===== src/sv/snake_leaky_activation_top_defines.svh =====
// ----------------------------------------------------------------------------
// snake_leaky_activation_top_defines
// assertion macros shared by the activation block
// ----------------------------------------------------------------------------
`ifndef SNAKE_LEAKY_ACTIVATION_TOP_DEFINES_SVH
`define SNAKE_LEAKY_ACTIVATION_TOP_DEFINES_SVH

`ifndef ASSERT_OFF
`define SLA_ASSERT(name, prop) \
	name: assert property (@(posedge clk) disable iff (!arst_n) prop) \
	else $error("snake_leaky_activation check failed");
`define SLA_ASSERT_IMP(name, cond, prop) \
	name: assert property (@(posedge clk) disable iff (!arst_n) (cond) |-> (prop)) \
	else $error("snake_leaky_activation check failed");
`else
`define SLA_ASSERT(name, prop)
`define SLA_ASSERT_IMP(name, cond, prop)
`endif

`endif


===== src/sv/sla_pkg.sv =====
// ----------------------------------------------------------------------------
// sla_pkg
// types, constants and tables of the snake / leaky activation block
// ----------------------------------------------------------------------------
package sla_pkg;

	localparam int DATA_W       = 24;
	localparam int REM_W        = 48;
	localparam int DVR_W        = 34;
	localparam int QUO_W        = 34;
	localparam int CRD_W        = 34;
	localparam int MOD_STEPS    = 14;
	localparam int CORDIC_STEPS = 24;
	localparam int DIV_STEPS    = 34;
	localparam int LATENCY      = 77;

	localparam logic [DVR_W-1:0] PI_Q32      = 34'd13493037704;
	localparam logic [31:0]      PI_Q30      = 32'd3373259426;
	localparam logic [31:0]      HALF_PI_Q30 = 32'd1686629713;
	localparam logic [31:0]      GAIN_Q30    = 32'd652032874;
	localparam logic [9:0]       LEAK_NUM    = 10'd655;

	typedef logic [5:0] step_t;

	typedef struct packed {
		logic signed [DATA_W-1:0] x;
		logic [DATA_W-1:0]        a;
		logic                     snake;
		logic                     row_end;
	} side_t;

	function automatic logic [31:0] atan_q30(input logic [4:0] i);
		logic [31:0] v;
		case (i)
			5'd0:    v = 32'd843314857;
			5'd1:    v = 32'd497837829;
			5'd2:    v = 32'd263043836;
			5'd3:    v = 32'd133525158;
			5'd4:    v = 32'd67021686;
			5'd5:    v = 32'd33543515;
			5'd6:    v = 32'd16775850;
			5'd7:    v = 32'd8388437;
			5'd8:    v = 32'd4194282;
			5'd9:    v = 32'd2097149;
			5'd10:   v = 32'd1048575;
			5'd11:   v = 32'd524287;
			5'd12:   v = 32'd262143;
			5'd13:   v = 32'd131071;
			5'd14:   v = 32'd65535;
			5'd15:   v = 32'd32767;
			5'd16:   v = 32'd16383;
			5'd17:   v = 32'd8191;
			5'd18:   v = 32'd4095;
			5'd19:   v = 32'd2047;
			5'd20:   v = 32'd1023;
			5'd21:   v = 32'd511;
			5'd22:   v = 32'd255;
			5'd23:   v = 32'd127;
			default: v = 32'd0;
		endcase
		return v;
	endfunction

	function automatic logic signed [DATA_W-1:0] sat(input logic signed [35:0] v);
		logic signed [35:0] hi;
		logic signed [35:0] lo;
		hi = 36'sd8388607;
		lo = -36'sd8388608;
		if (v > hi) begin
			return hi[DATA_W-1:0];
		end else if (v < lo) begin
			return lo[DATA_W-1:0];
		end
		return v[DATA_W-1:0];
	endfunction

endpackage


===== src/sv/sla_div_cell.sv =====
// ----------------------------------------------------------------------------
// sla_div_cell
// one restoring step: subtract divisor shifted by k when it fits
// ----------------------------------------------------------------------------
module sla_div_cell (
	input  logic                           clk,
	input  logic                           arst_n,
	input  sla_pkg::step_t                 k,
	input  logic                           valid_i,
	input  logic [sla_pkg::REM_W-1:0]      rem_i,
	input  logic [sla_pkg::DVR_W-1:0]      divisor_i,
	input  logic [sla_pkg::QUO_W-1:0]      quo_i,
	input  sla_pkg::side_t                 side_i,
	output logic                           valid_o,
	output logic [sla_pkg::REM_W-1:0]      rem_o,
	output logic [sla_pkg::DVR_W-1:0]      divisor_o,
	output logic [sla_pkg::QUO_W-1:0]      quo_o,
	output sla_pkg::side_t                 side_o
);

	logic [sla_pkg::REM_W-1:0] dv_ext;
	logic                      fits;
	logic [sla_pkg::REM_W-1:0] rem_nxt;

	assign dv_ext  = {{(sla_pkg::REM_W-sla_pkg::DVR_W){1'b0}}, divisor_i};
	assign fits    = (rem_i >> k) >= dv_ext;
	assign rem_nxt = fits ? (rem_i - (dv_ext << k)) : rem_i;

	always_ff @(posedge clk or negedge arst_n) begin
		if (!arst_n) begin
			valid_o <= 1'b0;
		end else begin
			valid_o <= valid_i;
		end
	end

	always_ff @(posedge clk) begin
		rem_o     <= rem_nxt;
		divisor_o <= divisor_i;
		quo_o     <= {quo_i[sla_pkg::QUO_W-2:0], fits};
		side_o    <= side_i;
	end

endmodule


===== config.mk =====
export PLATFORM = sky130hd
export DESIGN_NAME = sla_div_cell
export DESIGN_NICKNAME = d
export VERILOG_FILES = /design/src/sv/snake_leaky_activation_top_defines.svh /design/src/sv/sla_pkg.sv /design/src/sv/sla_div_cell.sv
export SDC_FILE = /design/constraint.sdc
export NUM_CORES = 1
export LEC_CHECK = 0
export BUFFER_PORTS_ARGS = -buffer_cell sky130_fd_sc_hd__buf_4
export CAP_MARGIN = 20
export CORE_MARGIN = 10
export CORE_UTILIZATION = 54
export DETAILED_ROUTE_END_ITERATION = 16
export HOLD_SLACK_MARGIN = 0.05
export PLACE_DENSITY = 0.89
export SYNTH_ARGS = -nofsm -noshare
export SYNTH_HDL_FRONTEND = slang
export SYNTH_SLANG_ARGS = --single-unit

===== constraint.sdc =====
create_clock -name clk -period 0.8 [get_ports clk]
set_clock_uncertainty 0.1 [all_clocks]
set_input_delay 0.12 -clock clk [delete_from_list [all_inputs] [get_ports clk]]
set_output_delay 0.12 -clock clk [all_outputs]
set_load 0.005 [all_outputs]

==> results.py, run 1 <==
metrics = {
    "placed_design": {
        "io_buffer_count": 340,
        "place_inst": 2553,
        "routabilityCongestion": 1.19,
        "preCtsSetupSlack_ns": -3.70,
        "hpwl_um": 48200,
    },
    "clock_network": {
        "numCtsBuffers": 17,
        "cts-root-buf": "clkbuf_16",
        "post_cts_buffers": 48,
        "ctsHoldBuffers": 122,
        "cts_resized": 485,
        "cts_num_sinks": 167,
        "htree_levels": 4,
        "cts_buffer_depth": 2,
    },
    "yosys": {
        "avgSynthCellArea_um2": 7.92,
        "synth_top_family_by_area": "compound AO/OA/AOI/OAI gates",
        "synth_compound_area_share_pct": 21.4,
        "yosysWarnings": 0,
        "ys_seq_area_share_pct": 26.9,
        "async_flop_share_pct": 0.599,
        "synthSimpleGateAreaFrac_pct": 18.0,
        "netlist_area_um2": 12500,
        "syn_nets": 1832,
        "synth_mux_area_share_pct": 16.1,
        "synthXorXnorAreaFrac_pct": 2.95,
        "synth-edff-count": 0,
        "ys_ff_latch": 167,
        "syn_inst": 1572,
        "ys_types": 74,
        "synthAdderAreaFrac_pct": 8.60,
        "synth_flop_cell": "dfxtp_1",
    },
    "status": {
        "error": "[ERROR DPL-0038] Utilization greater than 100%, impossible to legalize",
        "status": "aborted with a tool error",
        "haltStage": "clock tree synthesis (4_1_cts)",
    },
    "floorplan": {
        "row_count": 55,
        "die_h_um": 172,
        "die_w_um": 172,
        "initial_core_util_pct": 55.0,
        "io_pins": 342,
    },
}
## per-stage QoR
step	hold slack (ns)	cell area, µm²	setup TNS, ns
after global placement	-0.189	18600	-170.48
after detailed placement	-0.190	18600	-177.87
after floorplan	-0.276	12700	-160.82
## synth_stat cells, types with 30 or more instances
cell	instances	area (µm²)
a21o_1	36	270
a21oi_1	154	771
clkbuf_1	40	150
dfxtp_1	166	3320
ha_1	84	1050
inv_1	52	195
mux2_2	30	338
mux2i_1	82	821
mux4_2	33	743
nand2_1	237	890
nor2_1	175	657
o21ai_0	101	505
## kinds of logic after synthesis
family          Yosys count
compound gates          437
xor+xnor                 42
fa+ha+maj                85
buf+inv                 164
flops                   167
mux                     152
simple gates            525
==> run 2, diff against run 1 <==
--- a/config.mk
+++ b/config.mk
@@ -8,10 +8,9 @@
 export BUFFER_PORTS_ARGS = -buffer_cell sky130_fd_sc_hd__buf_4
 export CAP_MARGIN = 20
 export CORE_MARGIN = 10
-export CORE_UTILIZATION = 54
+export CORE_UTILIZATION = 40
 export DETAILED_ROUTE_END_ITERATION = 16
-export HOLD_SLACK_MARGIN = 0.05
-export PLACE_DENSITY = 0.89
+export PLACE_DENSITY_LB_ADDON = 0.15
 export SYNTH_ARGS = -nofsm -noshare
 export SYNTH_HDL_FRONTEND = slang
 export SYNTH_SLANG_ARGS = --single-unit
==> run 2 against run 1 <==
The flow now finishes, with violations (hold timing, setup timing). Synthesized cell count stayed put. Synthesized area stayed put.
==> results.py, run 2 <==
metrics = {
    "floorplan": {
        "row_count": 64,
        "die_h_um": 196,
        "die_w_um": 196,
        "io_pins": 342,
        "dieArea_um2": 38600,
        "initial_core_util_pct": 40.6,
        "fp.coreArea_um2": 30700,
    },
    "final_layout": {
        "fin_util_pct": 75.5,
        "fillers": 2149,
        "multi_input_area_um2": 9110,
        "top_register": "side_o",
        "largest_register_ffs": 50,
        "final_area_um2": 23100,
        "reg.largest.list": "side_o x50, rem_o x48",
        "regArea_um2": 3530,
        "area_growth_syn_to_layout_pct": 85.8,
        "layout-drive-gt1-share_pct": 52.2,
        "final_common_cell": "buf_4",
        "layout_common_cells": "buf_4 (695), nand2_1 (225), buf_6 (166)",
        "fin_cells": 2920,
        "layout.nets": 2769,
    },
    "detailed_routing": {
        "vias": 16800,
        "wire_per_inst_um": 25.5,
        "drt_iter0_markers": 1874,
        "drcViolationCount": 0,
        "firstDrtPassIters": 9,
        "drtAntennaViolNets": 0,
        "drt-vias-per-instance": 5.75,
        "routed_wl_um": 74400,
    },
    "clock_network": {
        "cts_num_sinks": 167,
        "cts_tree": "built",
        "ctsHoldBuffers": 124,
        "htree_levels": 4,
        "numCtsBuffers": 17,
        "cts-root-buf": "clkbuf_16",
        "cts_buffer_depth": 2,
        "clk_pin_slew_worst_paths_ns": 0.08,
    },
    "power_and_ir_drop": {
        "power_frac_comb_pct": 48.7,
        "power.density_nw_per_um2": 1580,
        "p_leak_nw": 11.0,
        "p_switching_mw": 13.6,
        "internal_power_mw": 22.9,
        "power_frac_clock_pct": 24.6,
        "seqPwrFrac_pct": 26.7,
        "swShare_pct": 37.3,
        "ir_worst_vdd_mv": 1.59,
    },
    "critical_path": {
        "critPathKind": "in2reg",
        "cp.arrival_ns": 4.34,
        "crit_path_end_kind": "register",
        "worst-path-max-fanout": 6,
        "start_kind": "input pin",
        "worstPathRequired_ns": 1.06,
    },
    "timing": {
        "final-setup-viol-count": 216,
        "finalHoldViolCount": 36,
        "finalCritPeriodShare_pct": 511,
        "worstMarginPinSlew_ns": 0.768,
        "worst_slack_ns": -3.29,
        "fmax_mhz": 245,
        "final_max_slew_viol_count": 0,
        "maxSlewHeadroom_pct": 48.4,
        "holdWs_ns": -0.160,
        "fin_crit_ns": 4.09,
        "rsz0062_at_grt": "yes",
        "tns_ns": -211.36,
    },
    "placed_design": {
        "preCtsSetupSlack_ns": -4.01,
        "placed_area_um2": 19100,
        "routabilityCongestion": 0.990,
        "place_inst": 2716,
        "hpwl_um": 48900,
        "io_buffer_count": 340,
    },
    "yosys": {
        "ys_top_cells_by_area": "dfxtp_1 (27%), ha_1 (8.4%), nand2_1 (7.1%)",
        "ys_seq_area_share_pct": 26.9,
        "synth_flop_cell": "dfxtp_1",
        "ys_types": 74,
        "ys_ff_latch": 167,
        "synth_common_cells": "nand2_1 (237), nor2_1 (175), dfxtp_1 (166)",
        "synth-edff-count": 0,
        "yosysTopAreaCell": "dfxtp_1",
        "avgSynthCellArea_um2": 7.92,
        "yosysMostFrequentCell": "nand2_1",
        "yosysWarnings": 0,
        "async_flop_share_pct": 0.599,
        "syn_inst": 1572,
        "syn_nets": 1832,
        "netlist_area_um2": 12500,
        "yosys.area.top_type_share_pct": 26.7,
    },
    "job": {
        "max_cap_viol_count": 0,
    },
    "global_route": {
        "overflow": 0,
        "grt_pass1_vias": 16600,
        "grtUsageTotal_pct": 34.0,
        "antenna_found_initial": 2,
        "grt_max_degree": 36,
        "grt_pass1_wl_um": 101000,
    },
    "status": {
        "status": "complete, but fails checks",
        "violations": "hold timing, setup timing",
    },
    "min_path": {
        "hp-class": "in2reg",
    },
}
==> run 2: path summary, 6_finish.rpt <==
kind / from / endpoint / slack [ns] / cells past startpoint
setup / recovery: k[1] / rem_o[12] / -3.29 / 25
hold / removal: rem_i[21] / rem_o[21] / -0.16 / 2
max in group asynchronous: arst_n / valid_o / 0.07 / 3
min in group asynchronous: arst_n / valid_o / 0.42 / 3
==> run 2: layer usage <==
metal	wire (µm)	track usage, %
met1	28400	40.4
met2	35000	58.1
met3	6470	6.36
met4	4560	16.0
met5	0	0
==> run 2: cell type report <==
type / count / area share, %
Multi-Input combinational cell: 1241 / 39.3
Sequential cell: 167 / 15.2
Inverter: 58 / 0.968
Clock inverter: 15 / 0.854
Tap cell: 396 / 2.14
Antenna cell: 2 / 0.0216
Clock buffer: 17 / 1.84
Timing Repair Buffer: 1024 / 39.6
==> run 2: kinds of logic after synthesis <==
logic type      count (synthesis)  share of synthesized area (%)
simple gates                  525                           18.0
xor+xnor                       42                           2.95
buf+inv                       164                           6.18
fa+ha+maj                      85                           8.60
mux                           152                           16.1
compound gates                437                           21.4
flops                         167                           26.9
==> run 2: worst max-delay path, stage by stage <==
cell and delay [ns]:
buf_12 0.11, buf_8 0.13, buf_12 0.12, buf_16 0.13, mux2_4 0.31, nor2_2 0.09, a21oi_2 0.05, buf_4 0.14
buf_4 0.12, nand2_1 0.07, nand2_1 0.12, mux2i_2 0.23, nor2_1 0.06, nor2_1 0.18, nor2_1 0.10, ha_1 0.37
nand4_1 0.15, or4_4 0.60, nor3_4 0.14, a221oi_2 0.08, nand4_1 0.11, buf_6 0.15, buf_12 0.15, buf_16 0.15
mux2_2 0.33
==> run 2: per-stage QoR <==
step           hold slack (ns)  power (mW)
6_report                -0.160        36.6
3_3_place_gp            -0.204        23.9
3_5_place_dp            -0.203        23.9
5_1_grt                 -0.157        37.9
2_1_floorplan           -0.276        16.3
4_1_cts                 -0.161        34.7
==> run 2: timing repair <==
action	4_1_cts	5_1_grt
endpoints found under the hold margin	164	32
pin swaps	24	26
resized for setup	306	218
buffers inserted	21	15
setup endpoints to repair	216	216
gates cloned	11	2
==> run 2: power by group through the flow <==
stage / clock network [mW] / registers, mW / logic, mW
floorplan: 0 / 9.68 / 6.57
global placement: 0 / 9.58 / 14.3
detailed placement: 0 / 9.58 / 14.3
finish: 9.01 / 9.77 / 17.8
CTS: 8.70 / 9.56 / 16.4
global route: 9.33 / 9.82 / 18.7
Note: power is estimated with default switching activity, not from simulation.
==> run 3, diff against run 2 <==
--- a/config.mk
+++ b/config.mk
@@ -11,6 +11,7 @@
 export CORE_UTILIZATION = 40
 export DETAILED_ROUTE_END_ITERATION = 16
 export PLACE_DENSITY_LB_ADDON = 0.15
+export RECOVER_POWER = 25
 export SYNTH_ARGS = -nofsm -noshare
 export SYNTH_HDL_FRONTEND = slang
 export SYNTH_SLANG_ARGS = --single-unit
==> run 3 against run 2 <==
The run still ends with hold timing, setup timing left. Core utilization barely moved. First-iteration DRC count fell by 1.2%. Routed wire length fell by 0.13%. Largest cell class unchanged. Highest routed layer unchanged.
==> results.py, run 3 (synthesized netlist as in run 2, its figures left out) <==
metrics = {
    "floorplan": {
        "io_pins": 342,
        "dieArea_um2": 38600,
        "die_w_um": 196,
        "die_h_um": 196,
        "initial_core_util_pct": 40.6,
        "row_count": 64,
        "fp.coreArea_um2": 30700,
    },
    "clock_network": {
        "clk_pin_slew_worst_paths_ns": 0.08,
        "ctsHoldBuffers": 124,
        "htree_levels": 4,
        "cts_tree": "built",
        "cts_num_sinks": 167,
        "cts_buffer_depth": 2,
        "cts-root-buf": "clkbuf_16",
        "numCtsBuffers": 17,
    },
    "placed_design": {
        "routabilityCongestion": 0.990,
        "preCtsSetupSlack_ns": -4.01,
        "io_buffer_count": 340,
        "hpwl_um": 48900,
        "place_inst": 2716,
    },
    "global_route": {
        "grt_pass1_vias": 16600,
        "antenna_found_initial": 2,
        "overflow": 0,
        "grt_max_degree": 36,
        "grt_pass1_wl_um": 101000,
        "grtUsageTotal_pct": 34.0,
    },
    "critical_path": {
        "cp.arrival_ns": 4.40,
        "worst-path-max-fanout": 7,
        "start_kind": "input pin",
        "path_buf_inv": 5,
        "path_delay_family": "compound AO/OA/AOI/OAI gates",
        "crit_path_end_kind": "register",
        "cp_num_cells": 25,
        "critPathKind": "in2reg",
        "worstPathRequired_ns": 1.06,
        "critical-path-max-stage-delay_ns": 0.54,
        "cpMostUsedCell": "a21oi_1",
        "worst_path_max_delay_cell": "o21ai_0",
    },
    "timing": {
        "worstMarginPinSlew_ns": 0.771,
        "maxSlewHeadroom_pct": 48.2,
        "final-setup-viol-count": 216,
        "final_max_slew_viol_count": 0,
        "worst_slack_ns": -3.34,
        "finalCritPeriodShare_pct": 518,
        "rsz0062_at_grt": "yes",
        "fmax_mhz": 241,
        "fin_crit_ns": 4.14,
        "holdWs_ns": -0.158,
        "finalHoldViolCount": 34,
    },
    "detailed_routing": {
        "drt_iter0_markers": 1852,
        "routed_wl_um": 74300,
        "wire_per_inst_um": 25.4,
        "firstDrtPassIters": 6,
        "vias": 16800,
        "drcViolationCount": 0,
        "drt-vias-per-instance": 5.76,
        "drtAntennaViolNets": 0,
    },
    "power_and_ir_drop": {
        "power.density_nw_per_um2": 1580,
        "ir_worst_vdd_mv": 1.59,
        "p_leak_nw": 10.9,
        "p_total_mw": 36.6,
    },
    "final_layout": {
        "layout_common_cells": "buf_4 (666), nand2_1 (225), buf_6 (166)",
        "fillers": 2155,
        "reg.largest.list": "side_o x50, rem_o x48",
        "layout.nets": 2769,
        "largest_register_ffs": 50,
        "area_growth_syn_to_layout_pct": 85.8,
        "layout-drive-gt1-share_pct": 52.1,
        "fin_cells": 2920,
        "top_register": "side_o",
        "final_common_cell": "buf_4",
    },
    "min_path": {
        "hp-class": "in2reg",
        "hold_depth": 2,
        "min_from": "rem_i[21]",
        "worst_hold_path.endpoint": "rem_o[21]",
    },
    "status": {
        "violations": "hold timing, setup timing",
        "status": "complete, but fails checks",
    },
    "job": {
        "max_cap_viol_count": 0,
    },
}
## run 3: cell type report
| class | count | area, µm² | share of cell area, % |
|---|---|---|---|
| tap | 396 | 495 | 2.14 |
| clock buffer | 17 | 425 | 1.84 |
| timing repair buffer | 1024 | 9160 | 39.6 |
| sequential | 167 | 3530 | 15.2 |
| inverter | 58 | 224 | 0.968 |
| antenna | 2 | 5.00 | 0.0216 |
| multi-input combinational | 1241 | 9110 | 39.4 |
| clock inverter | 15 | 198 | 0.854 |
## run 3: what timing repair did
| item | in CTS | in global routing |
|---|---|---|
| pin swaps | 24 | 26 |
| setup endpoints to repair | 216 | 216 |
| buffers inserted | 21 | 15 |
| gates cloned | 11 | 2 |
| endpoints found under the hold margin | 164 | 32 |
| gates resized for setup | 306 | 218 |
## run 3: power breakdown
part           internal [mW]  leakage (nW)  switching [mW]
Sequential              9.30          1.41           0.461
Clock                   4.29         0.297            4.72
Combinational           9.34          9.23            8.45
Total                   22.9          10.9            13.6
## run 3: per-layer routing
metal / GRT usage [%] / share of wire, %
met1: 40.4 / 38
met2: 58.1 / 47
met3: 6.36 / 9.0
met4: 16.0 / 6.3
met5: 0 / 0
## run 3: how the worst max path moves through the flow
stage | startpoint | to | slack, ns
after CTS | k[1] | rem_o[42] | -3.03
after floorplan | k[1] | rem_o[27] | -3.38
after global routing | k[1] | rem_o[44] | -3.38
after global placement | k[1] | rem_o[42] | -3.95
after detailed placement | k[1] | rem_o[43] | -4.01
final | k[1] | rem_o[44] | -3.34
## run 3: through the flow
stage / hold slack (ns) / setup TNS [ns] / cell area [µm²] / util [%]
floorplan: -0.276 / -160.82 / 12700 / -
global placement: -0.204 / -190.63 / 19100 / 62.4
detailed placement: -0.203 / -192.99 / 19100 / 62.4
CTS: -0.161 / -198.52 / 22400 / 73.1
global route: -0.157 / -218.57 / 23100 / 75.4
finish: -0.158 / -211.21 / 23100 / 75.4
