--- src/sv/snake_leaky_activation_top_defines.svh ---
// ----------------------------------------------------------------------------
// snake_leaky_activation_top_defines
// assertion macros shared by the activation block
// ----------------------------------------------------------------------------
`ifndef SNAKE_LEAKY_ACTIVATION_TOP_DEFINES_SVH
`define SNAKE_LEAKY_ACTIVATION_TOP_DEFINES_SVH

`ifndef ASSERT_OFF
`define SLA_ASSERT(name, prop) \
	name: assert property (@(posedge clk) disable iff (!arst_n) prop) \
	else $error("snake_leaky_activation check failed");
`define SLA_ASSERT_IMP(name, cond, prop) \
	name: assert property (@(posedge clk) disable iff (!arst_n) (cond) |-> (prop)) \
	else $error("snake_leaky_activation check failed");
`else
`define SLA_ASSERT(name, prop)
`define SLA_ASSERT_IMP(name, cond, prop)
`endif

`endif

--- src/sv/sla_pkg.sv ---
// ----------------------------------------------------------------------------
// sla_pkg
// types, constants and tables of the snake / leaky activation block
// ----------------------------------------------------------------------------
package sla_pkg;

	localparam int DATA_W       = 24;
	localparam int REM_W        = 48;
	localparam int DVR_W        = 34;
	localparam int QUO_W        = 34;
	localparam int CRD_W        = 34;
	localparam int MOD_STEPS    = 14;
	localparam int CORDIC_STEPS = 24;
	localparam int DIV_STEPS    = 34;
	localparam int LATENCY      = 77;

	localparam logic [DVR_W-1:0] PI_Q32      = 34'd13493037704;
	localparam logic [31:0]      PI_Q30      = 32'd3373259426;
	localparam logic [31:0]      HALF_PI_Q30 = 32'd1686629713;
	localparam logic [31:0]      GAIN_Q30    = 32'd652032874;
	localparam logic [9:0]       LEAK_NUM    = 10'd655;

	typedef logic [5:0] step_t;

	typedef struct packed {
		logic signed [DATA_W-1:0] x;
		logic [DATA_W-1:0]        a;
		logic                     snake;
		logic                     row_end;
	} side_t;

	function automatic logic [31:0] atan_q30(input logic [4:0] i);
		logic [31:0] v;
		case (i)
			5'd0:    v = 32'd843314857;
			5'd1:    v = 32'd497837829;
			5'd2:    v = 32'd263043836;
			5'd3:    v = 32'd133525158;
			5'd4:    v = 32'd67021686;
			5'd5:    v = 32'd33543515;
			5'd6:    v = 32'd16775850;
			5'd7:    v = 32'd8388437;
			5'd8:    v = 32'd4194282;
			5'd9:    v = 32'd2097149;
			5'd10:   v = 32'd1048575;
			5'd11:   v = 32'd524287;
			5'd12:   v = 32'd262143;
			5'd13:   v = 32'd131071;
			5'd14:   v = 32'd65535;
			5'd15:   v = 32'd32767;
			5'd16:   v = 32'd16383;
			5'd17:   v = 32'd8191;
			5'd18:   v = 32'd4095;
			5'd19:   v = 32'd2047;
			5'd20:   v = 32'd1023;
			5'd21:   v = 32'd511;
			5'd22:   v = 32'd255;
			5'd23:   v = 32'd127;
			default: v = 32'd0;
		endcase
		return v;
	endfunction

	function automatic logic signed [DATA_W-1:0] sat(input logic signed [35:0] v);
		logic signed [35:0] hi;
		logic signed [35:0] lo;
		hi = 36'sd8388607;
		lo = -36'sd8388608;
		if (v > hi) begin
			return hi[DATA_W-1:0];
		end else if (v < lo) begin
			return lo[DATA_W-1:0];
		end
		return v[DATA_W-1:0];
	endfunction

endpackage

--- src/sv/sla_cordic_cell.sv ---
// ----------------------------------------------------------------------------
// sla_cordic_cell
// one rotation-mode cordic iteration with floor shifts
// ----------------------------------------------------------------------------
module sla_cordic_cell (
	input  logic                              clk,
	input  logic                              arst_n,
	input  logic [4:0]                        idx,
	input  logic                              valid_i,
	input  logic signed [sla_pkg::CRD_W-1:0]  cx_i,
	input  logic signed [sla_pkg::CRD_W-1:0]  cy_i,
	input  logic signed [sla_pkg::CRD_W-1:0]  z_i,
	input  sla_pkg::side_t                    side_i,
	output logic                              valid_o,
	output logic signed [sla_pkg::CRD_W-1:0]  cx_o,
	output logic signed [sla_pkg::CRD_W-1:0]  cy_o,
	output logic signed [sla_pkg::CRD_W-1:0]  z_o,
	output sla_pkg::side_t                    side_o
);

	logic signed [sla_pkg::CRD_W-1:0] dx;
	logic signed [sla_pkg::CRD_W-1:0] dy;
	logic signed [sla_pkg::CRD_W-1:0] ang;

	assign dx  = cy_i >>> idx;
	assign dy  = cx_i >>> idx;
	assign ang = $signed({2'b00, sla_pkg::atan_q30(idx)});

	always_ff @(posedge clk or negedge arst_n) begin
		if (!arst_n) begin
			valid_o <= 1'b0;
		end else begin
			valid_o <= valid_i;
		end
	end

	always_ff @(posedge clk) begin
		if (!z_i[sla_pkg::CRD_W-1]) begin
			cx_o <= cx_i - dx;
			cy_o <= cy_i + dy;
			z_o  <= z_i - ang;
		end else begin
			cx_o <= cx_i + dx;
			cy_o <= cy_i - dy;
			z_o  <= z_i + ang;
		end
		side_o <= side_i;
	end

endmodule

--- config.mk ---
export PLATFORM = sky130hd
export DESIGN_NAME = sla_cordic_cell
export DESIGN_NICKNAME = d
export VERILOG_FILES = /design/src/sv/snake_leaky_activation_top_defines.svh /design/src/sv/sla_pkg.sv /design/src/sv/sla_cordic_cell.sv
export SDC_FILE = /design/constraint.sdc
export NUM_CORES = 1
export LEC_CHECK = 0
export BUFFER_PORTS_ARGS = -buffer_cell sky130_fd_sc_hd__buf_2
export CORE_MARGIN = 1.5
export CORE_UTILIZATION = 40
export DETAILED_ROUTE_END_ITERATION = 8
export MAX_ROUTING_LAYER = met4
export PLACE_DENSITY = 0.63
export RECOVER_POWER = 100
export SKIP_CTS_REPAIR_TIMING = 1
export SYNTH_ARGS = -nofsm -noshare
export SYNTH_HDL_FRONTEND = slang
export SYNTH_SLANG_ARGS = --single-unit
export TNS_END_PERCENT = 10
--- constraint.sdc ---
create_clock -name clk -period 0.8 [get_ports clk]
set_input_delay 0.12 -clock clk [delete_from_list [all_inputs] [get_ports clk]]
set_output_delay 0.12 -clock clk [all_outputs]
set_load 0.03 [all_outputs]
* Word level (Yosys, flattened, before mapping)
Memories as Yosys holds them, arrays and structs flattened.
Cells that the tools add are included.
** Operators by class
- Add/sub/neg operators :: 6
- $mul :: 0
- Div/mod/pow operators :: 0
- Order comparisons :: 0
- Equal/unequal tests :: 0
- Shift operators :: 2
- Muxes and demuxes :: 3
- Bitwise operators :: 0
- Reductions and logical operators :: 0
** Operators by type and width (number)
- $mux W34 :: 3
- $add A34 B34 Y34 :: 2
- $sshr A34 B5 Y34 :: 2
- $sub A34 B34 Y34 :: 2
- $add A34 B33 Y34 :: 1
- $sub A34 B33 Y34 :: 1
** Word-level totals
- Flip-flop bits (word level) :: 153
- Bits in latches :: 0
- Memory bits (writable) :: 0
- ROM bits :: 960
- Output and inout port bits :: 153
- Word-level logic and storage cells :: 20
- Memories :: 1
** Memory list
- (name not given) :: words 32, bits a word 30, rd ports 1, clocked after memory_dff 0, wr ports 0, RTL line sla_pkg.sv:34 : case (i)

* Depth between registers and ports, before layout
Gate-level depths: netlist of run 1.
- Depth after elaboration :: 3
- Mapped depth :: 27

* Least setup slack after synthesis of run 1
No wires, ideal clock.
- Kind :: in2reg
- Start :: in idx[2]
- End :: reg z_o[32] (netlist name)
- Library setup time :: 62 ps
- Data arrival time :: 5626 ps
- Setup slack :: -4888 ps
- Stages :: 26
- Buffers on the path :: 9
- Cells stage by stage :: buf_2 -> buf_6 -> buf_6 -> buf_6 -> buf_2 -> buf_2 -> buf_1 -> clkbuf_1 -> nor2_1 -> a211oi_1 -> nor2_1 -> ha_1 -> nor3b_1 -> a21oi_1 -> buf_1 -> xor2_1 -> ha_1 -> o21ai_0 -> nor2_1 -> o31a_1 -> o31ai_1 -> o21a_1 -> a311o_1 -> a31oi_1 -> or4b_2 -> nand3_1
** On the way
- Word-level cells in the longest chain between the ends :: 3
- Elaborated cells on any way between the ends :: 4
- Those cells by class :: add/sub: 2; mux: 1; memory: 1
** Ends and longest elaborated chain
- start: declaration :: RTL line sla_cordic_cell.sv:8 : input logic [4:0] idx,
- $mem_v2 Z32 W30 (*)
- $sub A34 B33 Y34 / $add A34 B33 Y34 (equally long branches) :: RTL line sla_cordic_cell.sv:41, sla_cordic_cell.sv:45
- $mux W34 (*) :: RTL line sla_cordic_cell.sv:38 : if (!z_i[sla_pkg::CRD_W-1]) begin
- end signal: assignment :: RTL line sla_cordic_cell.sv:41 : z_o <= z_i - ang;
- end signal: assignment :: RTL line sla_cordic_cell.sv:45 : z_o <= z_i + ang;
- end: declaration :: RTL line sla_cordic_cell.sv:17 : output logic signed [sla_pkg::CRD_W-1:0] z_o,
Mark *: on every way between the ends. The rest lies on a longest branch, timed or not.

* Worst setup path after layout of run 1
- Start :: in idx[2]
- End :: reg cy_o[23] (netlist name)
** On the way
- Word-level cells in the longest chain between the ends :: 3
- Elaborated cells on any way between the ends :: 4
- Those cells by class :: add/sub: 2; shift: 1; mux: 1
** Ends and longest elaborated chain
- $sshr A34 B5 Y34 (*) :: RTL line sla_cordic_cell.sv:26 : assign dy = cx_i >>> idx;
- $add A34 B34 Y34 / $sub A34 B34 Y34 (equally long branches) :: RTL line sla_cordic_cell.sv:40, sla_cordic_cell.sv:44
- $mux W34 (*) :: RTL line sla_cordic_cell.sv:38
- end signal: assignment :: RTL line sla_cordic_cell.sv:40 : cy_o <= cy_i + dy;
- end signal: assignment :: RTL line sla_cordic_cell.sv:44 : cy_o <= cy_i - dy;
- end: declaration :: RTL line sla_cordic_cell.sv:16 : output logic signed [sla_pkg::CRD_W-1:0] cy_o,
Marked as above.

==> results of run 1 <==
## cell families (layout without fill, tap and decap cells)
family,count (synthesis),after routing,share of synthesized area [%]
multiplexers,155,155,17.7
adder cells (fa/ha/maj),113,113,9.76
AO/OA/AOI/OAI,499,499,22.1
AND/OR/NAND/NOR,452,452,15.1
buffers and inverters,138,1192,4.46
flip-flops,153,153,20.9
XOR/XNOR,169,169,10.1
## registers in the layout (all words and copies together), names as in the netlist
register  cells
cx_o         34
cy_o         34
side_o       50
valid_o       1
z_o          34
## where the power goes
group | internal, mW | total (mW) | switching, mW
Clock | 4.28 | 8.59 | 4.31
Combinational | 15.4 | 32.4 | 17.0
Sequential | 10.2 | 11.1 | 0.910
Total | 29.9 | 52.2 | 22.3
## per-layer routing
layer / global-route usage [%] / vias up / share of wire (%)
met5: - / - / 0
met4: 10.2 / 0 / 3.7
met3: 4.82 / 152 / 6.5
met2: 57.9 / 743 / 50
met1: 40.7 / 8741 / 40
li1: - / 8375 / -
## cells in the final DEF, fill, tap and decap left out, types with 24 or more instances in the layout
cell and instances:
sky130_fd_sc_hd__nor2_2 24, sky130_fd_sc_hd__mux4_2 65, sky130_fd_sc_hd__dfxtp_2 74, sky130_fd_sc_hd__xor2_1 58, sky130_fd_sc_hd__buf_6 104, sky130_fd_sc_hd__a21oi_2 38
sky130_fd_sc_hd__o21ai_0 68, sky130_fd_sc_hd__nand2_1 94, sky130_fd_sc_hd__buf_4 702, sky130_fd_sc_hd__a21oi_1 94, sky130_fd_sc_hd__xnor2_1 103, sky130_fd_sc_hd__mux2_2 34
sky130_fd_sc_hd__dlygate4sd3_1 53, sky130_fd_sc_hd__nand3_1 27, sky130_fd_sc_hd__mux2i_1 36, sky130_fd_sc_hd__inv_1 50, sky130_fd_sc_hd__ha_1 98, sky130_fd_sc_hd__dfxtp_1 75
sky130_fd_sc_hd__buf_2 221, sky130_fd_sc_hd__nor2_1 124, sky130_fd_sc_hd__a21o_1 38
## layout make-up
class | instances | share of cell area, %
clock inverter | 15 | 0.754
multi-input combinational | 1388 | 48.5
clock buffer | 17 | 1.68
tap | 468 | 2.31
timing repair buffer | 1103 | 33.4
inverter | 57 | 0.853
sequential | 153 | 12.5
## stage by stage
step	TNS [ps]	power, mW
after floorplan	-346880	26.4
after global placement	-373580	37.9
after detailed placement	-376510	38.1
after CTS	-375680	46.9
after global routing	-354040	54.7
final	-337290	52.2
## worst max path at each step
| stage | to | cells after the start | start |
|---|---|---|---|
| 6_report | cy_o[23]$_DFF_P_ | 24 | idx[2] |
| 5_1_grt | cy_o[32]$_DFF_P_ | 21 | idx[0] |
| 4_1_cts | cy_o[20]$_DFF_P_ | 24 | idx[0] |
| 3_5_place_dp | cy_o[20]$_DFF_P_ | 24 | idx[0] |
| 3_3_place_gp | cy_o[33]$_DFF_P_ | 24 | idx[0] |
| 2_1_floorplan | cx_o[30]$_DFF_P_ | 26 | idx[0] |
==> impl_metrics.env, run 1 <==
export IMPL_status="finished, violations left"
export IMPL_failed_checks="negative hold slack, negative setup slack"
export IMPL_synth_main_ff_cell="sky130_fd_sc_hd__dfxtp_1"
export IMPL_timing_setup_critical_path_class="primary input to register"
export IMPL_cts_root_buf="sky130_fd_sc_hd__clkbuf_16"
export IMPL_min_delay_path_depth=2
export IMPL_crit_path_max_fanout=8
export IMPL_core_area_sq_um=36400
export IMPL_critical_path_cell_chain="buf_16 > buf_12 > mux2_2 > mux4_2 > mux2_4 > a221o_1 > inv_1 > ha_2 > and3_4 > buf_6 > a21oi_4 > xnor2_2 > buf_4 > ha_4 > a21o_1 > or3_4 > o211ai_1 > buf_4 > nand3_2 > a221o_1 > a21oi_2 > o21ai_2 > a21oi_2 > xnor2_1"
export IMPL_grt_setup_unrepaired="true"
export IMPL_first_iter_violations=1305
export IMPL_p_leak_nw=11.8
export IMPL_period_minus_slack_ps=4670
export IMPL_timing_critical_path_required_ps=1190
export IMPL_post_synth_top_count_cell="sky130_fd_sc_hd__nor2_1"
export IMPL_worstPathArrival_ps=5060
export IMPL_total_via_count_after_detailed_routing=18000
export IMPL_instances_no_fill=3201
export IMPL_tritoncts_num_buffers=17
export IMPL_synth_area_leader_cell="sky130_fd_sc_hd__dfxtp_1"
export IMPL_wirelength_microns=68100
export IMPL_cts_sinks=153
export IMPL_grt_overflow=0
export IMPL_max_cap_viol_count=0
export IMPL_cell_pwr_density_nw_per_um2=2060
export IMPL_die_height_microns=195
export IMPL_synth_area_per_cell_sq_um=8.76
export IMPL_synth_top_cell_area_share_pct=20.7
export IMPL_detail_route_vias_per_cell=5.63
export IMPL_utilization_pct=69.7
export IMPL_num_antenna_cells=0
export IMPL_finalHoldViolCount=2
export IMPL_final_antenna_net_count=0
export IMPL_critical_path_slowest_cell="sky130_fd_sc_hd__mux4_2"
export IMPL_antenna_violations_before_repair=0
export IMPL_worst_path_buffer_plus_inverter_count=6
export IMPL_rows=70
export IMPL_dieWidth_microns=195
export IMPL_fin_ws_ps=-3870
export IMPL_dpl_worst_slack_ps=-4550
export IMPL_io_pin_count=313
export IMPL_final_layout_size_suffix_gt1_share_pct=55.3
export IMPL_sequential_share_of_the_synthesized_area_pct=20.9
export IMPL_synth_seq_cells=153
export IMPL_slew_headroom_pct=55.2
export IMPL_htree_num_levels=4
export IMPL_synth_top_cells_by_area="sky130_fd_sc_hd__dfxtp_1 (21%), sky130_fd_sc_hd__ha_1 (9.4%), sky130_fd_sc_hd__mux4_2 (9.3%), sky130_fd_sc_hd__xnor2_1 (6.5%), sky130_fd_sc_hd__a21oi_1 (4.6%)"
export IMPL_wl_per_cell_microns=21.3
export IMPL_initial_core_util_pct=40.4
export IMPL_num_nets_final=2993
export IMPL_io_buffer_count=312
export IMPL_synth_edff_count=0
export IMPL_first_pass_grt_wire_length_microns=95900
export IMPL_netlist_top_cells_count="sky130_fd_sc_hd__nor2_1 (153), sky130_fd_sc_hd__dfxtp_1 (152), sky130_fd_sc_hd__a21oi_1 (136), sky130_fd_sc_hd__ha_1 (110), sky130_fd_sc_hd__xnor2_1 (110)"
export IMPL_grt_start_max_net_pins=41
export IMPL_fillers=2885
export IMPL_timing_critical_path_max_delay_family="compound AO/OA/AOI/OAI gates"
export IMPL_holdWs_ps=-126
export IMPL_placedInstanceArea_sq_um=21800
export IMPL_track_usage_pct=33.7
export IMPL_dp_hpwl_microns=51900
export IMPL_combined_area_of_all_synthesized_cells_sq_um=14700
export IMPL_tritoncts_clock_tree="built"
export IMPL_yosysWarnings=0
export IMPL_postLayoutCellArea_sq_um=25400
export IMPL_cts_clk_slew_worst_paths_ps=80
export IMPL_worstSetupStartpointType="primary input"
export IMPL_area_delta_synth_final_pct=72.6
export IMPL_syn_nets=1952
export IMPL_placedCellCount=3064
export IMPL_register_area_sq_um=3170
export IMPL_clockBufferDepth=2
export IMPL_syn_instance_count=1679
export IMPL_crit_path_end_kind="register"
export IMPL_setup_violations=255
export IMPL_synth_cell_types=86
export IMPL_multi_input_comb_area_sq_um=12300
export IMPL_power_ir_vdd_worst_uv=1860
export IMPL_floorplan_die_area_sq_um=37900
export IMPL_post_route_fraction_of_the_period_consumed_by_the_critical_path_pct=584
export IMPL_timing_worst_slew_pin_value_ps=669
export IMPL_worstHoldEndpoint="z_o[0]$_DFF_P_"
export IMPL_clock_fmax_mhz=214
export IMPL_drc_violations_left=0
export IMPL_min_from="z_i[0]"
export IMPL_asyncSetResetFlopFracSynth_pct=0.654
export IMPL_grt_pass1_vias=17000
export IMPL_finalMaxSlewViolations=0
export IMPL_critical_path_max_stage_delay_ps=480
export IMPL_number_of_detailed_route_iterations_in_the_first_pass=6
export IMPL_final_estimated_routing_congestion_in_global_placement=1.02
export IMPL_hold_path_class="primary input to register"
Power figures use the tool's default switching activity.
==> run 2, diff against run 1 <==
CTS_BUF_LIST = sky130_fd_sc_hd__clkbuf_4   (was default)
==> impl_metrics.env, run 2 (synthesis gave the netlist of run 1 again) <==
export IMPL_grt_pass1_vias=17000
export IMPL_final_estimated_routing_congestion_in_global_placement=1.02
export IMPL_register_area_sq_um=3180
export IMPL_floorplan_die_area_sq_um=37900
export IMPL_fillers=2969
export IMPL_cell_pwr_density_nw_per_um2=1960
export IMPL_io_buffer_count=312
export IMPL_cts_root_buf="sky130_fd_sc_hd__clkbuf_4"
export IMPL_total_via_count_after_detailed_routing=17900
export IMPL_track_usage_pct=33.5
export IMPL_status="finished, violations left"
export IMPL_area_delta_synth_final_pct=69.1
export IMPL_p_leak_nw=11.6
export IMPL_cts_clk_slew_worst_paths_ps=170
export IMPL_dieWidth_microns=195
export IMPL_initial_core_util_pct=40.4
export IMPL_largest_register_ffs=50
export IMPL_clock_fmax_mhz=224
export IMPL_first_iter_violations=1350
export IMPL_timing_critical_path_required_ps=1390
export IMPL_first_pass_grt_wire_length_microns=95600
export IMPL_fin_ws_ps=-3660
export IMPL_hold_path_class="primary input to register"
export IMPL_number_of_detailed_route_iterations_in_the_first_pass=6
export IMPL_final_antenna_net_count=0
export IMPL_crit_path_max_fanout=6
export IMPL_power_ir_vdd_worst_uv=1780
export IMPL_utilization_pct=68.3
export IMPL_core_area_sq_um=36400
export IMPL_cts_sinks=153
export IMPL_num_nets_final=2976
export IMPL_slew_headroom_pct=51.5
export IMPL_rows=70
export IMPL_failed_checks="negative hold slack, negative setup slack"
export IMPL_mostFrequentLayoutCell="sky130_fd_sc_hd__buf_4"
export IMPL_switching_share_pct=44.6
export IMPL_tritoncts_num_buffers=17
export IMPL_dp_hpwl_microns=51900
export IMPL_timing_setup_critical_path_class="primary input to register"
export IMPL_multi_input_comb_area_sq_um=12200
export IMPL_grt_overflow=0
export IMPL_detail_route_vias_per_cell=5.61
export IMPL_drc_violations_left=0
export IMPL_min_delay_path_depth=2
export IMPL_clockBufferDepth=2
export IMPL_wirelength_microns=67500
export IMPL_regMostFlops="side_o"
export IMPL_internal_power_mw=27.0
export IMPL_grt_setup_unrepaired="true"
export IMPL_worstSetupStartpointType="primary input"
export IMPL_fin_setup_tns_ps=-347670
export IMPL_timing_worst_slew_pin_value_ps=720
export IMPL_period_minus_slack_ps=4460
export IMPL_max_cap_viol_count=0
export IMPL_post_route_fraction_of_the_period_consumed_by_the_critical_path_pct=557
export IMPL_die_height_microns=195
export IMPL_final_layout_size_suffix_gt1_share_pct=54.6
export IMPL_min_from="z_i[0]"
export IMPL_htree_num_levels=4
export IMPL_total_switching_power_mw=21.8
export IMPL_finalMaxSlewViolations=0
export IMPL_power_frac_seq_pct=22.8
export IMPL_grt_start_max_net_pins=41
export IMPL_clock_power_share_pct=11.2
export IMPL_worstPathArrival_ps=5050
export IMPL_antenna_violations_before_repair=1
export IMPL_p_comb_share_pct=66.0
export IMPL_layout_cells_most_common_list="sky130_fd_sc_hd__buf_4 (695), sky130_fd_sc_hd__buf_2 (215), sky130_fd_sc_hd__nor2_1 (128)"
export IMPL_crit_path_end_kind="register"
export IMPL_tritoncts_clock_tree="built"
export IMPL_finalHoldViolCount=30
export IMPL_worstHoldEndpoint="z_o[0]$_DFF_P_"
export IMPL_wl_per_cell_microns=21.2
export IMPL_holdWs_ps=-328
export IMPL_critical_path_startpoint="idx[0]"
export IMPL_setup_violations=255
export IMPL_io_pin_count=313
-- run 2: per-layer routing --
| metal | global-route usage (%) | share of wire [%] | wire, microns |
|---|---|---|---|
| met3 | 4.27 | 6.2 | 4180 |
| met5 | - | 0 | 0 |
| met1 | 40.8 | 41 | 27500 |
| met2 | 57.8 | 50 | 33600 |
| met4 | 10.0 | 3.3 | 2250 |
-- run 2: how the worst max path moves through the flow --
stage,endpoint,slack [ps]
after floorplan,cx_o[30]$_DFF_P_,-4230
after detailed placement,cy_o[20]$_DFF_P_,-4550
final,cy_o[32]$_DFF_P_,-3660
after global placement,cy_o[33]$_DFF_P_,-4480
after global routing,cy_o[32]$_DFF_P_,-3780
after CTS,cy_o[20]$_DFF_P_,-3850
-- run 2: worst max-delay path, stage by stage --
cell	delay (ps)
sky130_fd_sc_hd__clkbuf_16	140
sky130_fd_sc_hd__clkbuf_16	140
sky130_fd_sc_hd__mux4_1	590
sky130_fd_sc_hd__mux2_2	310
sky130_fd_sc_hd__mux4_2	540
sky130_fd_sc_hd__nor4b_4	300
sky130_fd_sc_hd__buf_4	200
sky130_fd_sc_hd__nand3_4	80
sky130_fd_sc_hd__nor2_2	180
sky130_fd_sc_hd__a21oi_2	100
sky130_fd_sc_hd__xnor2_2	160
sky130_fd_sc_hd__ha_1	330
sky130_fd_sc_hd__and3_4	210
sky130_fd_sc_hd__buf_6	120
sky130_fd_sc_hd__a2111o_1	470
sky130_fd_sc_hd__o21ai_2	270
sky130_fd_sc_hd__a21oi_2	130
sky130_fd_sc_hd__o41ai_4	410
sky130_fd_sc_hd__nand3_1	140
sky130_fd_sc_hd__o311ai_2	100
-- run 2: final cells by class --
| cell class | instances | area share (%) |
|---|---|---|
| Timing Repair Buffer | 1086 | 33.5 |
| Clock inverter | 15 | 0.770 |
| Antenna cell | 1 | 0.0101 |
| Inverter | 57 | 0.870 |
| Sequential cell | 153 | 12.8 |
| Clock buffer | 17 | 0.513 |
| Tap cell | 468 | 2.35 |
| Multi-Input combinational cell | 1388 | 49.2 |
-- run 2: stage by stage --
stage	hold slack [ps]	instances	worst slack [ps]	total power, mW	cell area (sq um)
after floorplan	-176	1679	-4230	26.4	14900
after global placement	-105	3064	-4480	37.9	21800
after detailed placement	-103	3064	-4550	38.1	21800
after CTS	-849	3096	-3850	43.7	22100
after global routing	-367	3185	-3780	51.3	24900
final	-328	3185	-3660	48.8	24900
-- run 2: power by group through the flow --
stage / clock network (mW) / registers (mW) / logic, mW
after floorplan: 0 / 15.6 / 10.8
after detailed placement: 0 / 10.7 / 27.4
after global placement: 0 / 10.7 / 27.2
final: 5.47 / 11.1 / 32.2
after global routing: 5.85 / 11.3 / 34.2
after CTS: 5.58 / 10.6 / 27.6
==> run 3, diff against run 2 <==
CTS_BUF_LIST = sky130_fd_sc_hd__clkbuf_4 sky130_fd_sc_hd__clkbuf_8   (was sky130_fd_sc_hd__clkbuf_4)
==> impl_metrics.env, run 3 (synthesis gave the netlist of run 1 again) <==
export IMPL_rows=70
export IMPL_num_nets_final=2985
export IMPL_holdWs_ps=-166
export IMPL_detail_route_vias_per_cell=5.58
export IMPL_placedCellCount=3064
export IMPL_worstSetupStartpointType="primary input"
export IMPL_crit_path_end_kind="register"
export IMPL_track_usage_pct=33.6
export IMPL_area_delta_synth_final_pct=66.2
export IMPL_cell_pwr_density_nw_per_um2=1950
export IMPL_cts_sinks=153
export IMPL_die_height_microns=195
export IMPL_slew_headroom_pct=51.6
export IMPL_io_pin_count=313
export IMPL_groute_layer_met1_usage_pct=41.1
export IMPL_p_comb_share_pct=64.4
export IMPL_grt_most_used_layer="met2"
export IMPL_dp_hpwl_microns=51900
export IMPL_first_pass_grt_wire_length_microns=95700
export IMPL_wl_per_cell_microns=20.8
export IMPL_tritoncts_num_buffers=17
export IMPL_status="finished, violations left"
export IMPL_clock_power_share_pct=13.5
export IMPL_fin_setup_tns_ps=-341680
export IMPL_regMostFlops="side_o"
export IMPL_cts_clk_slew_worst_paths_ps=110
export IMPL_layout_cells_most_common_list="sky130_fd_sc_hd__buf_4 (692), sky130_fd_sc_hd__buf_2 (304), sky130_fd_sc_hd__dfxtp_1 (152)"
export IMPL_hold_path_class="primary input to register"
export IMPL_initial_core_util_pct=40.4
export IMPL_total_switching_power_mw=21.5
export IMPL_number_of_detailed_route_iterations_in_the_first_pass=5
export IMPL_instances_no_fill=3193
export IMPL_wirelength_microns=66500
export IMPL_mostFrequentLayoutCell="sky130_fd_sc_hd__buf_4"
export IMPL_timing_setup_critical_path_class="primary input to register"
export IMPL_post_route_fraction_of_the_period_consumed_by_the_critical_path_pct=585
export IMPL_power_ir_vdd_worst_uv=1910
export IMPL_drc_violations_left=0
export IMPL_clock_fmax_mhz=214
export IMPL_dpl_worst_slack_ps=-4550
export IMPL_tritoncts_clock_tree="built"
export IMPL_grt_overflow=0
export IMPL_worstPathArrival_ps=5100
export IMPL_utilization_pct=67.1
export IMPL_cts_root_buf="sky130_fd_sc_hd__clkbuf_8"
export IMPL_final_layout_size_suffix_gt1_share_pct=51.5
export IMPL_internal_power_mw=26.3
export IMPL_finalHoldViolCount=4
export IMPL_timing_critical_path_required_ps=1230
export IMPL_core_area_sq_um=36400
export IMPL_final_antenna_net_count=0
export IMPL_crit_path_max_fanout=7
export IMPL_period_minus_slack_ps=4680
export IMPL_grt_pass1_vias=17000
export IMPL_first_iter_violations=1252
export IMPL_fin_ws_ps=-3880
export IMPL_p_leak_nw=11.5
export IMPL_final_estimated_routing_congestion_in_global_placement=1.02
export IMPL_total_via_count_after_detailed_routing=17800
export IMPL_grt_start_max_net_pins=41
export IMPL_switching_share_pct=44.9
export IMPL_failed_checks="negative hold slack, negative setup slack"
export IMPL_max_cap_viol_count=0
export IMPL_floorplan_die_area_sq_um=37900
export IMPL_power_frac_seq_pct=22.1
export IMPL_clockBufferDepth=2
export IMPL_grt_setup_unrepaired="true"
export IMPL_dieWidth_microns=195
export IMPL_grtUsageMet3_pct=3.97
export IMPL_num_antenna_cells=0
export IMPL_setup_violations=255
export IMPL_htree_num_levels=4
export IMPL_finalMaxSlewViolations=0
export IMPL_antenna_violations_before_repair=0
export IMPL_largest_register_ffs=50
export IMPL_use_met2_pct=58.1
export IMPL_timing_worst_slew_pin_value_ps=723
export IMPL_io_buffer_count=312
-- run 3: cell count changes in the layout (fill, tap and decap cells not counted), sizes merged --
cell | before | now
buf | 1026 | 1034
diode | 1 | 0
clkbuf | 24 | 25
-- run 3: final cells by class --
type	count	area [sq um]
multi-input combinational	1388	12200
fill	3037	12000
timing repair buffer	1095	7910
sequential	153	3070
tap	468	586
clock buffer	17	234
inverter	57	216
clock inverter	15	191
-- run 3: final timing paths --
kind                         from                end  slack (ps)  depth (start not counted)
max in group asynchronous  arst_n  valid_o$_DFF_PN0_         250                          3
setup / recovery           idx[0]   cy_o[32]$_DFF_P_       -3880                         21
min in group asynchronous  arst_n  valid_o$_DFF_PN0_         440                          3
hold / removal             z_i[0]     z_o[0]$_DFF_P_        -170                          2
-- run 3: power by group through the flow --
stage               registers (mW)  clock network, mW  logic [mW]
global route                  10.8               6.84        32.7
global placement              10.7                  0        27.2
detailed placement            10.7                  0        27.4
finish                        10.6               6.43        30.8
CTS                           10.6               6.61        27.6
floorplan                     15.6                  0        10.8
-- run 3: worst max-delay path, stage by stage --
cell,delay [ps]
sky130_fd_sc_hd__buf_16,120
sky130_fd_sc_hd__buf_12,130
sky130_fd_sc_hd__buf_6,100
sky130_fd_sc_hd__mux4_2,510
sky130_fd_sc_hd__mux2_4,290
sky130_fd_sc_hd__mux4_2,550
sky130_fd_sc_hd__nor4b_4,310
sky130_fd_sc_hd__buf_4,190
sky130_fd_sc_hd__nand3_4,90
sky130_fd_sc_hd__nor2_2,190
sky130_fd_sc_hd__a21oi_2,100
sky130_fd_sc_hd__xnor2_2,160
sky130_fd_sc_hd__ha_1,320
sky130_fd_sc_hd__and3_4,210
sky130_fd_sc_hd__buf_6,120
sky130_fd_sc_hd__a2111o_1,470
sky130_fd_sc_hd__o21ai_2,290
sky130_fd_sc_hd__a21oi_2,140
sky130_fd_sc_hd__o41ai_4,410
sky130_fd_sc_hd__nand3_1,140
sky130_fd_sc_hd__o311ai_2,100
-- run 3: per-layer routing --
metal / share of wire [%] / vias up
li1: - / 8364
met4: 3.4 / 0
met5: 0 / -
met2: 49 / 716
met3: 5.7 / 139
met1: 42 / 8601
-- run 3: stage by stage --
step | instance area (sq um) | power (mW)
after floorplan | 14900 | 26.4
final | 24500 | 47.8
after detailed placement | 21800 | 38.1
after global routing | 24500 | 50.3
after CTS | 22200 | 44.8
after global placement | 21800 | 37.9
